<file path="src/rtl/qapm_pkg.sv">
// ---------------------------------------------------------------------------
// qapm_pkg: shared constants and types for the attitude PID mixer
// Register indexes, fixed-point constants, queue status and entry sizing.
// ---------------------------------------------------------------------------
package qapm_pkg;

   // default widths handed to the top level
   localparam int SAMPLE_WIDTH_DEF = 16;
   localparam int GAIN_WIDTH_DEF   = 16;

   // configuration port
   localparam int CSR_INDEX_W = 4;
   localparam int CSR_DATA_W  = 48;
   localparam int GAIN_REG_W  = 48;
   localparam int BASE_W      = 16;

   localparam logic [CSR_INDEX_W-1:0] REG_PITCH_GAINS = 4'd0;
   localparam logic [CSR_INDEX_W-1:0] REG_ROLL_GAINS  = 4'd1;
   localparam logic [CSR_INDEX_W-1:0] REG_YAW_GAINS   = 4'd2;
   localparam logic [CSR_INDEX_W-1:0] REG_BASE_POWER  = 4'd3;

   localparam logic [BASE_W-1:0] BASE_POWER_RESET = 16'd35000;

   // integrator: 1/64 degree units, clamp at +-500 degrees
   localparam int INTEG_W     = 16;
   localparam int INTEG_LIMIT = 32000;

   // motor sums are kept at 2^-14 count
   localparam int OUT_SHIFT = 14;
   localparam int MOTOR_W   = 16;
   localparam int NUM_AXES  = 3;
   localparam int NUM_MOTORS = 4;

   // front-to-back queue
   localparam int QUEUE_DEPTH = 4;

   // level of the front-to-back queue, seen by both sides
   typedef struct packed {
      logic empty;
      logic full;
   } qapm_q_status_type;

   // one queue entry: three errors, three clamped integrals, three rates
   function automatic int entry_width(input int sw);
      return NUM_AXES * ((sw + 1) + INTEG_W + sw);
   endfunction

endpackage

</file>
<file path="src/rtl/qapm_queue.sv">
// ---------------------------------------------------------------------------
// qapm_queue: short FIFO between front and back
// Holds integrated entries so intake and the arithmetic pipe stall apart.
// ---------------------------------------------------------------------------
module qapm_queue
   import qapm_pkg::*;
#(
   parameter int ENTRY_W = entry_width(SAMPLE_WIDTH_DEF)
) (
   input  logic               clock,
   input  logic               reset,
   input  logic               push,
   input  logic [ENTRY_W-1:0] wdata,
   input  logic               pop,
   output logic [ENTRY_W-1:0] rdata,
   output qapm_q_status_type  status
);

   localparam int PTR_W = $clog2(QUEUE_DEPTH);
   localparam int CNT_W = $clog2(QUEUE_DEPTH + 1);
   localparam logic [PTR_W-1:0] LAST = PTR_W'(QUEUE_DEPTH - 1);
   localparam logic [CNT_W-1:0] FULL = CNT_W'(QUEUE_DEPTH);

   logic [ENTRY_W-1:0] slot_ff [QUEUE_DEPTH];
   logic [PTR_W-1:0]   wr_ptr_ff, wr_ptr_in;
   logic [PTR_W-1:0]   rd_ptr_ff, rd_ptr_in;
   logic [CNT_W-1:0]   count_ff, count_in;

   // pointer and level update
   always_comb begin
      wr_ptr_in = wr_ptr_ff;
      rd_ptr_in = rd_ptr_ff;
      count_in  = count_ff;
      if (push) begin
         wr_ptr_in = (wr_ptr_ff == LAST) ? '0 : wr_ptr_ff + 1'b1;
      end
      if (pop) begin
         rd_ptr_in = (rd_ptr_ff == LAST) ? '0 : rd_ptr_ff + 1'b1;
      end
      case ({push, pop})
         2'b10:   count_in = count_ff + 1'b1;
         2'b01:   count_in = count_ff - 1'b1;
         default: count_in = count_ff;
      endcase
   end

   always_ff @(posedge clock) begin
      if (reset) begin
         wr_ptr_ff <= '0;
         rd_ptr_ff <= '0;
         count_ff  <= '0;
      end else begin
         wr_ptr_ff <= wr_ptr_in;
         rd_ptr_ff <= rd_ptr_in;
         count_ff  <= count_in;
      end
   end

   // entry storage
   always_ff @(posedge clock) begin
      if (push) begin
         slot_ff[wr_ptr_ff] <= wdata;
      end
   end

   assign rdata        = slot_ff[rd_ptr_ff];
   assign status.empty = (count_ff == '0);
   assign status.full  = (count_ff == FULL);

endmodule

</file>
<file path="config.mk">
export PLATFORM = sky130hd
export DESIGN_NAME = qapm_queue
export DESIGN_NICKNAME = d
export VERILOG_FILES = /design/src/rtl/qapm_pkg.sv /design/src/rtl/qapm_queue.sv
export SDC_FILE = /design/constraint.sdc
export NUM_CORES = 1
export LEC_CHECK = 0
export ABC_AREA = 1
export BUFFER_PORTS_ARGS = -buffer_cell sky130_fd_sc_hd__buf_2
export CORE_MARGIN = 2
export CORE_UTILIZATION = 40
export CTS_CLUSTER_DIAMETER = 50
export CTS_CLUSTER_SIZE = 8
export DETAILED_ROUTE_END_ITERATION = 6
export GPL_TIMING_DRIVEN = 0
export PLACE_DENSITY = 0.63
export SLEW_MARGIN = 20
export SYNTH_ARGS = -nofsm -noshare
export SYNTH_HDL_FRONTEND = slang
export SYNTH_SLANG_ARGS = --single-unit
export TNS_END_PERCENT = 30
</file>
<file path="constraint.sdc">
create_clock -name clock -period 12.44 [get_ports clock]
set_input_delay 2.488 -clock clock [delete_from_list [all_inputs] [get_ports clock]]
set_output_delay 2.488 -clock clock [all_outputs]
set_load 0.02 [all_outputs]
</file>
==> metrics <==
CP Buf/Inv Count 3; IO buf count roughly 300; layout cells sized above 1 0.306; area of the multi-input gates about 4200 um2; filler instances slightly below 5000; IO Count 300; Layout area overhead 22.2%; pin count of the biggest net entering global routing 84; Clock Latency Late Sink 0.61 ns; Slew headroom 0.520; final setup fails 0; Worst Path Max Fanout 10; fin nets 2033; Critical Path Max Stage Delay 0.59 ns; Yosys warning total 0; Rows 87; Cells after Synth ~1500; post-CTS resize count 0; Critical-path top delay cell dfxtp_1; DRC errors left 0; clock transition at the registers of the reported paths 0.05 ns; endpoints failing hold 0; Setup Skew ~0.016 ns; syn_area_per_cell 15.4 um2; Lkg Pwr 9.72 nW; GR Overflow Total 0; hold buffers post-CTS 0; Util after Layout 0.494; post-synth top area share 0.776; Yosys cell types 24; critical path capture point type output pin; total die area 58800 um2; worst hold path type register to register; Reg2Reg Depth 5; Total GRT Usage 0.192; top cells by area, synth edfxtp_1 78%, o21ai_0 4.0%, nor2_1 3.9%; Core Footprint ~56000 um2; placed insts approximately 2500; initial antenna violation count 15; Crit path arrival time between 2 and 3 ns; postcts setup bufs 0; 1st-pass router iterations 4; sum of negative setup slack 0 ns; Chip Height approximately 240 um; RSZ-0062 raised after global routing false; hpwl dp 34.3 mm; slew at the pin closest to its max-slew limit about 0.72 ns; H-tree Lvls 3; minimum clock period 5.12 ns; Detail Route Antenna Nets 0; CP Class register to output pin; max_cap viols 0; final slew viol count 0; GPL Wtd Cong 0.756; Num CTS Buffers 87; post-synthesis sequential area ratio 0.784; initial core utilization 0.404; vias per cell approximately 5.2; Synthesized Nets 1639; CTS Root Buffer Type clkbuf_16; f_max around 200 MHz; CTS Buffer Depth 3; Via Count 13900; Synth area leader edfxtp_1; global-route wire length before repair 85.2 mm; VDD IR max 117 uV; Mapped Area about 23000 um2; period utilization 0.412; status completed; Crit. path cell count 5; Clock Sinks 597; Die X-Extent 242 um; Pwr Density approximately 180 nW/um2; CTS tree done; vias in the first global route 14200; drt first-iter violations 811; Crit path max-delay family buffers and inverters; Final Non-Filler Cells 2661; Post-Route WL about 58 mm; Storage cell area 17800 um2; hold path cells 2; crit path launch type register; Yosys reg bits 597; WL/cell roughly 22 um; Crit path required time slightly below 10 ns; CP Cell Sequence buf_6 > clkbuf_1 > o21ai_0 > o22ai_1 > buf_2
cell usage in the layout, fill, tap and decap left out, types with 2 or more instances in the layout:
cell type,n
buf_6,10
edfxtp_1,588
clkbuf_16,91
o21ai_0,181
diode_2,8
buf_2,334
nor2_2,60
dfxtp_1,9
clkbuf_1,51
o22ai_1,87
buf_12,7
nor3_1,4
inv_8,4
o22ai_2,60
buf_16,6
a21oi_1,5
ha_1,6
clkinv_1,4
inv_1,12
o21ai_1,117
inv_6,3
nand2_1,8
buf_1,2
nor2_1,239
Yosys cell counts:
| library cell | number |
|---|---|
| o21ai_0 | 181 |
| o22ai_1 | 87 |
| o21ai_1 | 117 |
| clkbuf_1 | 41 |
| buf_1 | 2 |
| nand4_1 | 1 |
| buf_2 | 35 |
| nand2_1 | 8 |
| ha_1 | 6 |
| inv_4 | 1 |
| nor2_1 | 239 |
| a21oi_1 | 5 |
| nand3_1 | 1 |
| inv_2 | 1 |
| fa_1 | 1 |
| inv_1 | 16 |
| nor3_1 | 4 |
| buf_6 | 10 |
| edfxtp_1 | 588 |
| o22ai_2 | 60 |
| buf_4 | 1 |
| dfxtp_1 | 9 |
| buf_12 | 7 |
| nor2_2 | 60 |
routing by layer:
layer,track usage,vias to the layer above,share of wire
li1,-,6404,-
met2,0.311,461,0.48
met1,0.247,6956,0.41
met4,0.0654,14,0.021
met5,0,-,0.0016
met3,0.0580,92,0.083
metrics by stage:
step	instance area, um2	power [W]	hold slack (ns)	setup slack (ns)
floorplan	22700	0.00269	0.490	6.59
finish	27800	0.00497	0.556	7.32
detailed placement	25400	0.00292	0.530	7.85
global route	27800	0.00515	0.582	7.06
global placement	25200	0.00292	0.506	3.83
CTS	27800	0.00502	0.540	7.18
state kept, by name, summed over array words and instances (netlist names), named ones only:
name,cells
slot_ff,588
wr_ptr_ff,2
rd_ptr_ff,2
count_ff,3
tightest hold or removal path, cell delays in order, from the launching register on:
cell and delay (ns):
dfxtp_1 0.32, a21oi_1 0.13, nor2_1 0.06
path summary, 6_finish.rpt:
check,start,end,slack [ns]
worst min-delay path,rd_ptr_ff[0]$_SDFFE_PP0P_,rd_ptr_ff[0]$_SDFFE_PP0P_,0.56
worst max register to register,wr_ptr_ff[0]$_SDFFE_PP0P_,slot_ff[0][64]$_DFFE_PP_,10.33
worst max-delay path,register,rdata[52],7.32
worst min register to register,rd_ptr_ff[0]$_SDFFE_PP0P_,rd_ptr_ff[0]$_SDFFE_PP0P_,0.56
cells by family (layout without fill, tap and decap cells):
group,count (synthesis),count (layout),share of synthesized area
compound gates,450,450,0.124
fa+ha+maj,7,7,0.00418
buf+inv,114,530,0.0293
flops,597,597,0.784
other cells,0,8,0
simple gates,313,313,0.0586
cell type report:
type / instances / area share
multi-input combinational: 770 / 0.153
timing repair buffer: 305 / 0.0598
clock inverter: 10 / 0.00315
sequential: 597 / 0.642
clock buffer: 101 / 0.0833
inverter: 18 / 0.00360
antenna: 8 / 0.000720
tap: 756 / 0.0340
buffer: 96 / 0.0215
where the power goes:
group          switching (W)  internal [W]
registers          0.0000212       0.00231
logic               0.000381      0.000168
clock network       0.000786       0.00131
total                0.00119       0.00378
Note: power is estimated with default switching activity, not from simulation.
