[src/rtl/qapm_pkg.sv]
// ---------------------------------------------------------------------------
// qapm_pkg: shared constants and types for the attitude PID mixer
// Register indexes, fixed-point constants, queue status and entry sizing.
// ---------------------------------------------------------------------------
package qapm_pkg;

   // default widths handed to the top level
   localparam int SAMPLE_WIDTH_DEF = 16;
   localparam int GAIN_WIDTH_DEF   = 16;

   // configuration port
   localparam int CSR_INDEX_W = 4;
   localparam int CSR_DATA_W  = 48;
   localparam int GAIN_REG_W  = 48;
   localparam int BASE_W      = 16;

   localparam logic [CSR_INDEX_W-1:0] REG_PITCH_GAINS = 4'd0;
   localparam logic [CSR_INDEX_W-1:0] REG_ROLL_GAINS  = 4'd1;
   localparam logic [CSR_INDEX_W-1:0] REG_YAW_GAINS   = 4'd2;
   localparam logic [CSR_INDEX_W-1:0] REG_BASE_POWER  = 4'd3;

   localparam logic [BASE_W-1:0] BASE_POWER_RESET = 16'd35000;

   // integrator: 1/64 degree units, clamp at +-500 degrees
   localparam int INTEG_W     = 16;
   localparam int INTEG_LIMIT = 32000;

   // motor sums are kept at 2^-14 count
   localparam int OUT_SHIFT = 14;
   localparam int MOTOR_W   = 16;
   localparam int NUM_AXES  = 3;
   localparam int NUM_MOTORS = 4;

   // front-to-back queue
   localparam int QUEUE_DEPTH = 4;

   // level of the front-to-back queue, seen by both sides
   typedef struct packed {
      logic empty;
      logic full;
   } qapm_q_status_type;

   // one queue entry: three errors, three clamped integrals, three rates
   function automatic int entry_width(input int sw);
      return NUM_AXES * ((sw + 1) + INTEG_W + sw);
   endfunction

endpackage

[src/rtl/qapm_front.sv]
// ---------------------------------------------------------------------------
// qapm_front: request intake and integrator
// Forms the per-axis error, updates the clamped integrals on every accepted
// request and packs error, integral and rate into one queue entry.
// ---------------------------------------------------------------------------
module qapm_front
   import qapm_pkg::*;
#(
   parameter int SAMPLE_WIDTH = SAMPLE_WIDTH_DEF,
   parameter int ENTRY_W      = entry_width(SAMPLE_WIDTH_DEF)
) (
   input  logic                                   clock,
   input  logic                                   reset,
   input  logic                                   accept,
   input  logic [NUM_AXES-1:0][SAMPLE_WIDTH-1:0]  angle,
   input  logic [NUM_AXES-1:0][SAMPLE_WIDTH-1:0]  rate,
   input  logic [NUM_AXES-1:0][SAMPLE_WIDTH-1:0]  target,
   output logic [ENTRY_W-1:0]                     q_wdata
);

   localparam int EW  = SAMPLE_WIDTH + 1;
   localparam int SMW = ((EW > INTEG_W) ? EW : INTEG_W) + 1;
   localparam int INT_BASE  = NUM_AXES * EW;
   localparam int RATE_BASE = INT_BASE + NUM_AXES * INTEG_W;
   localparam logic signed [SMW-1:0] LIM_HI = SMW'(INTEG_LIMIT);
   localparam logic signed [SMW-1:0] LIM_LO = -LIM_HI;

   logic signed [INTEG_W-1:0] integ_ff [NUM_AXES];
   logic signed [INTEG_W-1:0] integ_in [NUM_AXES];
   logic signed [EW-1:0]      err      [NUM_AXES];
   logic signed [SMW-1:0]     sum      [NUM_AXES];

   // error, integral update with clamp, entry packing
   always_comb begin
      q_wdata = '0;
      for (int a = 0; a < NUM_AXES; a++) begin
         err[a] = EW'(signed'(target[a])) - EW'(signed'(angle[a]));
         sum[a] = SMW'(integ_ff[a]) + SMW'(err[a]);
         if (sum[a] > LIM_HI) begin
            integ_in[a] = INTEG_W'(LIM_HI);
         end else if (sum[a] < LIM_LO) begin
            integ_in[a] = INTEG_W'(LIM_LO);
         end else begin
            integ_in[a] = INTEG_W'(sum[a]);
         end
         q_wdata[a*EW +: EW]                   = err[a];
         q_wdata[INT_BASE + a*INTEG_W +: INTEG_W] = integ_in[a];
         q_wdata[RATE_BASE + a*SAMPLE_WIDTH +: SAMPLE_WIDTH] = rate[a];
      end
   end

   // integrators advance only on accepted requests
   always_ff @(posedge clock) begin
      for (int a = 0; a < NUM_AXES; a++) begin
         if (reset) begin
            integ_ff[a] <= '0;
         end else if (accept) begin
            integ_ff[a] <= integ_in[a];
         end
      end
   end

endmodule

[config.mk]
export PLATFORM = sky130hd
export DESIGN_NAME = qapm_front
export DESIGN_NICKNAME = d
export VERILOG_FILES = /design/src/rtl/qapm_pkg.sv /design/src/rtl/qapm_front.sv
export SDC_FILE = /design/constraint.sdc
export NUM_CORES = 1
export LEC_CHECK = 0
export BUFFER_PORTS_ARGS = -buffer_cell sky130_fd_sc_hd__buf_2
export CAP_MARGIN = 30
export CORE_AREA = 5 5 122 182
export CTS_CLUSTER_DIAMETER = 100
export CTS_CLUSTER_SIZE = 30
export DETAILED_ROUTE_END_ITERATION = 10
export DIE_AREA = 0 0 127 187
export GPL_TIMING_DRIVEN = 0
export SKIP_CTS_REPAIR_TIMING = 1
export SLEW_MARGIN = 20
export SYNTH_ARGS = -nofsm -noshare
export SYNTH_HDL_FRONTEND = slang
export SYNTH_SLANG_ARGS = --single-unit
[constraint.sdc]
create_clock -name clock -period 9.9 [get_ports clock]
set_clock_uncertainty 0.2 [all_clocks]
set_input_delay 1.98 -clock clock [delete_from_list [all_inputs] [get_ports clock]]
set_output_delay 1.98 -clock clock [all_outputs]
set_load 0.01 [all_outputs]
==> impl_results.md, run 1 <==
* Result of the run: completed
* RD Place Congestion at 0.870
* Die width at 127 um
* Hold slack at 0.511 ns
* GR Util All Layers at 0.183
* Clock slew at reported path FFs at 0.06 ns
* Number of flops mapped to enable cells by yosys at 48
* Clock Latency Late Sink at 0.30 ns
* Cells after Synth at 991
* Largest Register: integ_ff
* Crit-path cells: buf_2 > ha_1 > fa_1 > nor2b_1 > o21ai_0 > a21boi_0 > o211ai_1 > a21oi_1 > a2111oi_0 > nor3_1 > xor2_1 > ha_1 > buf_2 > o211a_1 > nand3_1 > a311o_1 > o211ai_1 > nor4b_1 > nor3_2 > buf_4 > a211oi_2 > o2bb2ai_2 > and2_1 > buf_2
* Top Family by Delay on Critical Path: compound AO/OA/AOI/OAI gates
* Initial DRC Count at 373
* Core box area at 20300 um2
* # fillers at 2155
* Initial core utilization at 0.385
* R2R cell count at 13
* Post-route setup TNS at 0 ns
* Simple-gate share of the synthesized area at 0.208
* Post-Synthesis Cell Area at 7820 um2
* WP buf/inv at 4
* First-pass GRT wire length at 36700 um
* Maximum VDD drop at 171 uV
* Top-level I/O count at 294
* Largest net degree at the start of global routing at 49
* Synth Area in Adders at 0.174
* Clock tree buffer depth at 2
* Cts bufs inserted at 5
* Worst slew margin relative to its limit at 0.429
* Die height at 187 um
* H-tree depth at 2
* Minimum clock period at 9.48 ns
* Fin. Hold Viols at 0
* Count leader, synth: ha_1
* Critical Path End Type: output pin
* Root Driver: clkbuf_16
* Flip-flop count of the largest register after layout at 48
* Total grt overflow at 0
* DRT Pass-1 Iters at 7
* Max Cap Viol at 0
* PwrDens at 228 nW/um2
* Largest family of logic cells by synthesized area: compound AO/OA/AOI/OAI gates
* TritonCTS clock tree: done
* Yosys cell types at 82
* WL met2 at 12600 um
* CP max FO at 8
* DR WL/cell at 15.2 um
* Worst hold path cell count at 2
* Worst path max stage delay at 0.47 ns
* Footprint of the multi-input gates at 5580 um2
* Vias per std cell at 5.32
* Worst-margin pin slew at 0.855 ns
* CP arrival at 7.30 ns
* Post-route DRC at 0
* DR top layer: met4
* Synth cell count leaders: 99 x ha_1, 96 x inv_1, 93 x nor2_1
* Max Clk Rate at 0.106 GHz
* Largest area contributor in the netlist: edfxtp_1
* Top flop regs: integ_ff: 48 flops
* TritonCTS sink count at 48
* Fin crit share at 0.957
* Critical path depth in cells at 24
* # rows at 64
* Setup CP Type: input port to output pin
* HPWL Detailed at 19200 um
* Critical Path RT at 7.72 ns
* Synthesis Warnings at 0
* Sequential cell area fraction in the yosys report at 0.184
* Pleak at 4.76 nW
* Main synth FF type: edfxtp_1
* Avg Cell Area, Syn at 7.89 um2
* Synth Area in Compound Gates at 0.246
* Vias in the first global route at 8002
* Metal3 WL at 1210 um
* Routed Wire Length at 23000 um
* Seq. cell area at 1440 um2
* Via count at 8031
* Post-synthesis async set-or-reset flop share at 0
* FF+latch count, synth at 48
* N_diodes at 0
* XOR/XNOR Fraction of Synth Area at 0.0816
* Synth-to-Final Area Change at 22.4%
* Worst hold path class: flip-flop to flip-flop
* Most used cell, CP: buf_2
* RSZ-0062 raised after global routing: false
* Share of cells above drive strength 1 at 0.273
* M1 WL at 8580 um
* Yosys top cell area share at 0.184
* Critical Path Start Type: input port
* Slowest CP cell: nor3_1
* Number of antenna violations at the first check in global routing at 0
* Top post-synthesis cells by area: edfxtp_1 18%, ha_1 16%, xnor2_1 5.0%
* Die ar. at 23700 um2
* Setup-failing EPs final at 0
* Pins Over Slew Limit at 0
* Syn_nets at 1243
* IO Port Bufs at 245
* Nets at 1497
* Detail Route Antenna Nets at 0
* Post-synthesis mux area share at 0.00256
cell usage in the layout (no fill, tap or decap), types with 16 or more instances in the layout:
cell type,Yosys,final
nor2_1,93,93
and2_1,25,25
xnor2_1,45,45
buf_4,49,51
edfxtp_1,48,48
a21oi_1,76,76
ha_1,99,99
xor2_1,26,26
and3_1,19,19
nand2_1,49,49
o21ai_0,41,40
a21o_1,17,17
nor3_1,44,44
inv_1,96,96
buf_2,7,252
nand3_1,22,22
nor2b_1,16,16
o21a_1,19,19
layout make-up:
cell class                 instances  share of cell area
buffer                            66              0.0468
clock buffer                       5              0.0131
multi-input combinational        780               0.583
clock inverter                     3             0.00444
inverter                          97              0.0380
sequential                        48               0.151
tap                              264              0.0345
timing repair buffer             247               0.130
worst paths after layout:
check | start | end | slack (ns)
max | angle[16] | q_wdata[67] | 0.42
max reg2reg | integ_ff[0][0]$_SDFFCE_PN0P_ | integ_ff[0][7]$_SDFFCE_PN0P_ | 6.00
min reg2reg | integ_ff[1][0]$_SDFFCE_PN0P_ | integ_ff[1][0]$_SDFFCE_PN0P_ | 0.51
min | integ_ff[1][0]$_SDFFCE_PN0P_ | integ_ff[1][0]$_SDFFCE_PN0P_ | 0.51
per-layer routing:
metal,vias to the layer above,global-route usage
li1,4071,-
met1,3689,0.188
met2,234,0.370
met3,37,0.0249
met4,0,0.0578
met5,-,0
worst reg2reg max path, cell delays in order, from the launching register on:
cell       delay, ns
edfxtp_1        0.34
ha_1            0.20
inv_1           0.07
fa_1            0.41
nor2b_1         0.18
o31a_1          0.18
o22ai_2         0.14
o31ai_1         0.48
nand2_1         0.13
xor2_1          0.33
o2111ai_1       0.25
a32oi_2         0.47
buf_6           0.20
nor3_1          0.06
per-stage QoR:
stage	utilization	power [mW]	std cells	area, um2	setup slack (ns)
3_5_place_dp	0.461	1.96	1500	9380	0.207
5_1_grt	0.471	2.38	1510	9580	0.0280
2_1_floorplan	-	1.46	991	7820	1.33
3_3_place_gp	0.461	1.95	1500	9380	0.178
4_1_cts	0.470	2.17	1508	9550	0.184
6_report	0.471	2.18	1510	9580	0.422
cell families after synthesis:
| family | Yosys count |
|---|---|
| AND/OR/NAND/NOR | 323 |
| AO/OA/AOI/OAI | 278 |
| buffers and inverters | 163 |
| adder cells (fa/ha/maj) | 105 |
| XOR/XNOR | 72 |
| flip-flops | 48 |
| multiplexers | 2 |
report_power, final:
part | switching [mW] | internal [mW] | total, mW | leakage, nW
logic | 1.02 | 0.661 | 1.68 | 4.15
registers | 0.0166 | 0.274 | 0.290 | 0.531
clock network | 0.0878 | 0.119 | 0.207 | 0.0798
(Power assumes the default switching activity.)
==> inputs of run 2 (changes only) <==
--- a/config.mk
+++ b/config.mk
@@ -7,12 +7,13 @@
 export LEC_CHECK = 0
 export BUFFER_PORTS_ARGS = -buffer_cell sky130_fd_sc_hd__buf_2
 export CAP_MARGIN = 30
-export CORE_AREA = 5 5 122 182
+export CORE_AREA = 2 2 119 179
 export CTS_CLUSTER_DIAMETER = 100
 export CTS_CLUSTER_SIZE = 30
 export DETAILED_ROUTE_END_ITERATION = 10
-export DIE_AREA = 0 0 127 187
+export DIE_AREA = 0 0 121 181
 export GPL_TIMING_DRIVEN = 0
+export PLACE_DENSITY = 0.73
 export SKIP_CTS_REPAIR_TIMING = 1
 export SLEW_MARGIN = 20
 export SYNTH_ARGS = -nofsm -noshare
==> run 2 against run 1 <==
Wire length shrank 0.50%. Count of clock-buffer cells in the layout did not move. Non-clock buffer count unchanged. Combinational power about the same. Critical path type unchanged. Critical endpoint is now q_wdata[72].
==> impl_results.md, run 2 (same netlist as run 1, synthesis figures left out) <==
* Die height at 181 um (was 187 um)
* Crit-path cells: buf_2 > inv_1 > ha_1 > nor2b_1 > o21ai_0 > a21boi_1 > o211ai_1 > and3_1 > nor3_1 > and2_1 > o21ai_0 > a221oi_1 > ha_1 > clkbuf_1 > a21oi_1 > o21ai_0 > or4_1 > o21ai_1 > o32ai_1 > nor4_1 > a211oi_2 > a2bb2oi_4 > nor2_1 > buf_2 (was buf_2 > ha_1 > fa_1 > nor2b_1 > o21ai_0 > a21boi_0 > o211ai_1 > a21oi_1 > a2111oi_0 > nor3_1 > xor2_1 > ha_1 > buf_2 > o211a_1 > nand3_1 > a311o_1 > o211ai_1 > nor4b_1 > nor3_2 > buf_4 > a211oi_2 > o2bb2ai_2 > and2_1 > buf_2)
* Comb power frac at 0.775 (was 0.772)
* Clock tree buffer depth at 2 (unchanged)
* Largest Register: integ_ff (unchanged)
* Setup CP Type: input port to output pin (unchanged)
* Fin crit share at 0.959 (was 0.957)
* H-tree depth at 2 (unchanged)
* Worst path max stage delay at 0.49 ns (was 0.47 ns)
* Setup-failing EPs final at 0 (unchanged)
* Initial DRC Count at 328 (was 373)
* Root Driver: clkbuf_16 (unchanged)
* Synth-to-Final Area Change at 22.6% (was 22.4%)
* HPWL Detailed at 19000 um (was 19200 um)
* Placement Cell Area at 9390 um2 (was 9380 um2)
* Vias per std cell at 5.35 (was 5.32)
* Routed Wire Length at 22800 um (was 23000 um)
* Maximum VDD drop at 92.7 uV (was 171 uV)
* Critical Path RT at 7.72 ns (about the same)
* Worst Setup SP: angle[17] (was angle[16])
* Via count at 8073 (was 8031)
* IO Port Bufs at 245 (unchanged)
* Placed cell count at 1501 (was 1500)
* Detail Route Antenna Nets at 0 (unchanged)
* N_diodes at 0 (unchanged)
* Finished Cell Area at 9600 um2 (was 9580 um2)
* Max Clk Rate at 0.105 GHz (was 0.106 GHz)
* Worst-margin pin slew at 0.807 ns (was 0.855 ns)
* PwrDens at 228 nW/um2 (about the same)
* # rows at 64 (unchanged)
* Vias in the first global route at 7841 (was 8002)
* Critical path depth in cells at 24 (unchanged)
* Clock slew at reported path FFs at 0.08 ns (was 0.06 ns)
* Share of cells above drive strength 1 at 0.273 (unchanged)
* Minimum clock period at 9.50 ns (was 9.48 ns)
* GR Util All Layers at 0.197 (was 0.183)
* Power Internal at 1.06 mW (was 1.05 mW)
* Top Family by Delay on Critical Path: compound AO/OA/AOI/OAI gates (unchanged)
* Cts bufs inserted at 5 (unchanged)
* Slowest CP cell: a221oi_1 (was nor3_1)
* Initial core utilization at 0.386 (was 0.385)
* Critical Path End: q_wdata[72] (was q_wdata[67])
* Number of antenna violations at the first check in global routing at 0 (unchanged)
* Most used cell, CP: o21ai_0 (was buf_2)
* Post-route DRC at 0 (unchanged)
* TritonCTS clock tree: done (unchanged)
* WP buf/inv at 4 (unchanged)
* P_sw at 1.13 mW (about the same)
* Die ar. at 21900 um2 (was 23700 um2)
* Largest net degree at the start of global routing at 49 (unchanged)
* Clk pwr share at 0.093 (was 0.095)
* Clock Latency Late Sink at 0.30 ns (about the same)
* CP max FO at 10 (was 8)
* Core box area at 20300 um2 (about the same)
* FF-to-FF Start: integ_ff[0][5]$_SDFFCE_PN0P_ (was integ_ff[0][0]$_SDFFCE_PN0P_)
* RD Place Congestion at 0.902 (was 0.870)
* Max Cap Viol at 0 (unchanged)
* Critical Path Start Type: input port (unchanged)
* TritonCTS sink count at 48 (unchanged)
* Pleak at 4.76 nW (about the same)
* Final cell count without fillers at 1510 (unchanged)
* Commonest non-fill, non-tap cells in the layout: 252 x buf_2, 99 x ha_1, 96 x inv_1 (unchanged)
* Worst slew margin relative to its limit at 0.462 (was 0.429)
* DRT Pass-1 Iters at 5 (was 7)
* Result of the run: completed (unchanged)
* Top-level I/O count at 294 (unchanged)
* Critical Path End Type: output pin (unchanged)
* First-pass GRT wire length at 35400 um (was 36700 um)
* Seq pwr share at 0.132 (was 0.133)
* R2R cell count at 11 (was 13)
* Hold Startpoint: integ_ff[0][0]$_SDFFCE_PN0P_ (was integ_ff[1][0]$_SDFFCE_PN0P_)
* DR WL/cell at 15.1 um (was 15.2 um)
* Pins Over Slew Limit at 0 (unchanged)
* Top flop regs: integ_ff: 48 flops (unchanged)
* Net Sw Frac at 0.517 (about the same)
* Fin. Hold Viols at 0 (unchanged)
* Flip-flop count of the largest register after layout at 48 (unchanged)
* Worst R2R Setup Slack at 5.99 ns (was 6.00 ns)
* Total grt overflow at 0 (unchanged)
* Nets at 1497 (unchanged)
* Reg2reg end: integ_ff[0][5]$_SDFFCE_PN0P_ (was integ_ff[0][7]$_SDFFCE_PN0P_)
* CP arrival at 7.32 ns (was 7.30 ns)
* Die width at 121 um (was 127 um)
* Worst hold path class: flip-flop to flip-flop (unchanged)
* Commonest non-fill, non-tap cell in the layout: buf_2 (unchanged)
==> run 2: cell types whose count changed in the layout (fill, tap and decap cells not counted) <==
cell	before	now
clkinv_1	1	2
clkinv_2	1	0
clkinv_4	0	1
clkinvlp_4	1	0
nor4b_1	2	1
nor4b_2	0	1
o21ai_0	40	39
o21ai_1	9	10
o2bb2ai_2	1	0
o2bb2ai_4	0	1
==> run 2: power groups by stage <==
stage               Clock, mW  Combinational, mW  Sequential (mW)
floorplan                   0               1.17            0.287
global placement            0               1.64            0.291
detailed placement          0               1.66            0.292
CTS                     0.208               1.67            0.288
global route            0.213               1.87            0.292
finish                  0.204               1.69            0.288
==> run 2: worst min-delay path by stage <==
stage / to / slack, ns / cells after the start
global placement: integ_ff[1][0]$_SDFFCE_PN0P_ / 0.49 / 2
detailed placement: integ_ff[0][0]$_SDFFCE_PN0P_ / 0.53 / 2
finish: integ_ff[0][0]$_SDFFCE_PN0P_ / 0.54 / 2
CTS: integ_ff[0][0]$_SDFFCE_PN0P_ / 0.55 / 2
floorplan: integ_ff[1][0]$_SDFFCE_PN0P_ / 0.46 / 2
global route: integ_ff[1][0]$_SDFFCE_PN0P_ / 0.59 / 2
==> run 2: stage by stage <==
stage / hold slack [ns] / total power, mW / worst slack [ns] / TNS (ns) / utilization
floorplan: 0.461 / 1.46 / 1.33 / 0 / -
global placement: 0.494 / 1.93 / 0.159 / 0 / 0.463
detailed placement: 0.530 / 1.95 / 0.0981 / 0 / 0.464
CTS: 0.547 / 2.16 / 0.0760 / 0 / 0.472
global route: 0.593 / 2.37 / -0.0191 / -0.0726 / 0.474
finish: 0.537 / 2.19 / 0.402 / 0 / 0.474
==> run 2: cell type report <==
type,instances,area (um2)
clock inverters,3,42.5
clock buffers,5,125
well taps,264,330
inverters,97,364
repair buffers,247,1240
fillers,2029,10700
multi-input cells,780,5600
plain buffers,66,448
flip-flops and latches,48,1440
==> run 2: tightest hold or removal path: cells and delay by family (launching register included) <==
family	cells	cell delay (ns)
simple gates	1	0.15
flops	1	0.33
fa+ha+maj	1	0.15
==> run 2: routing by layer <==
metal  part of all wire  global-route usage
met1               0.39               0.209
met2               0.53               0.392
met3              0.064              0.0246
met4              0.019              0.0591
met5                  0                   0
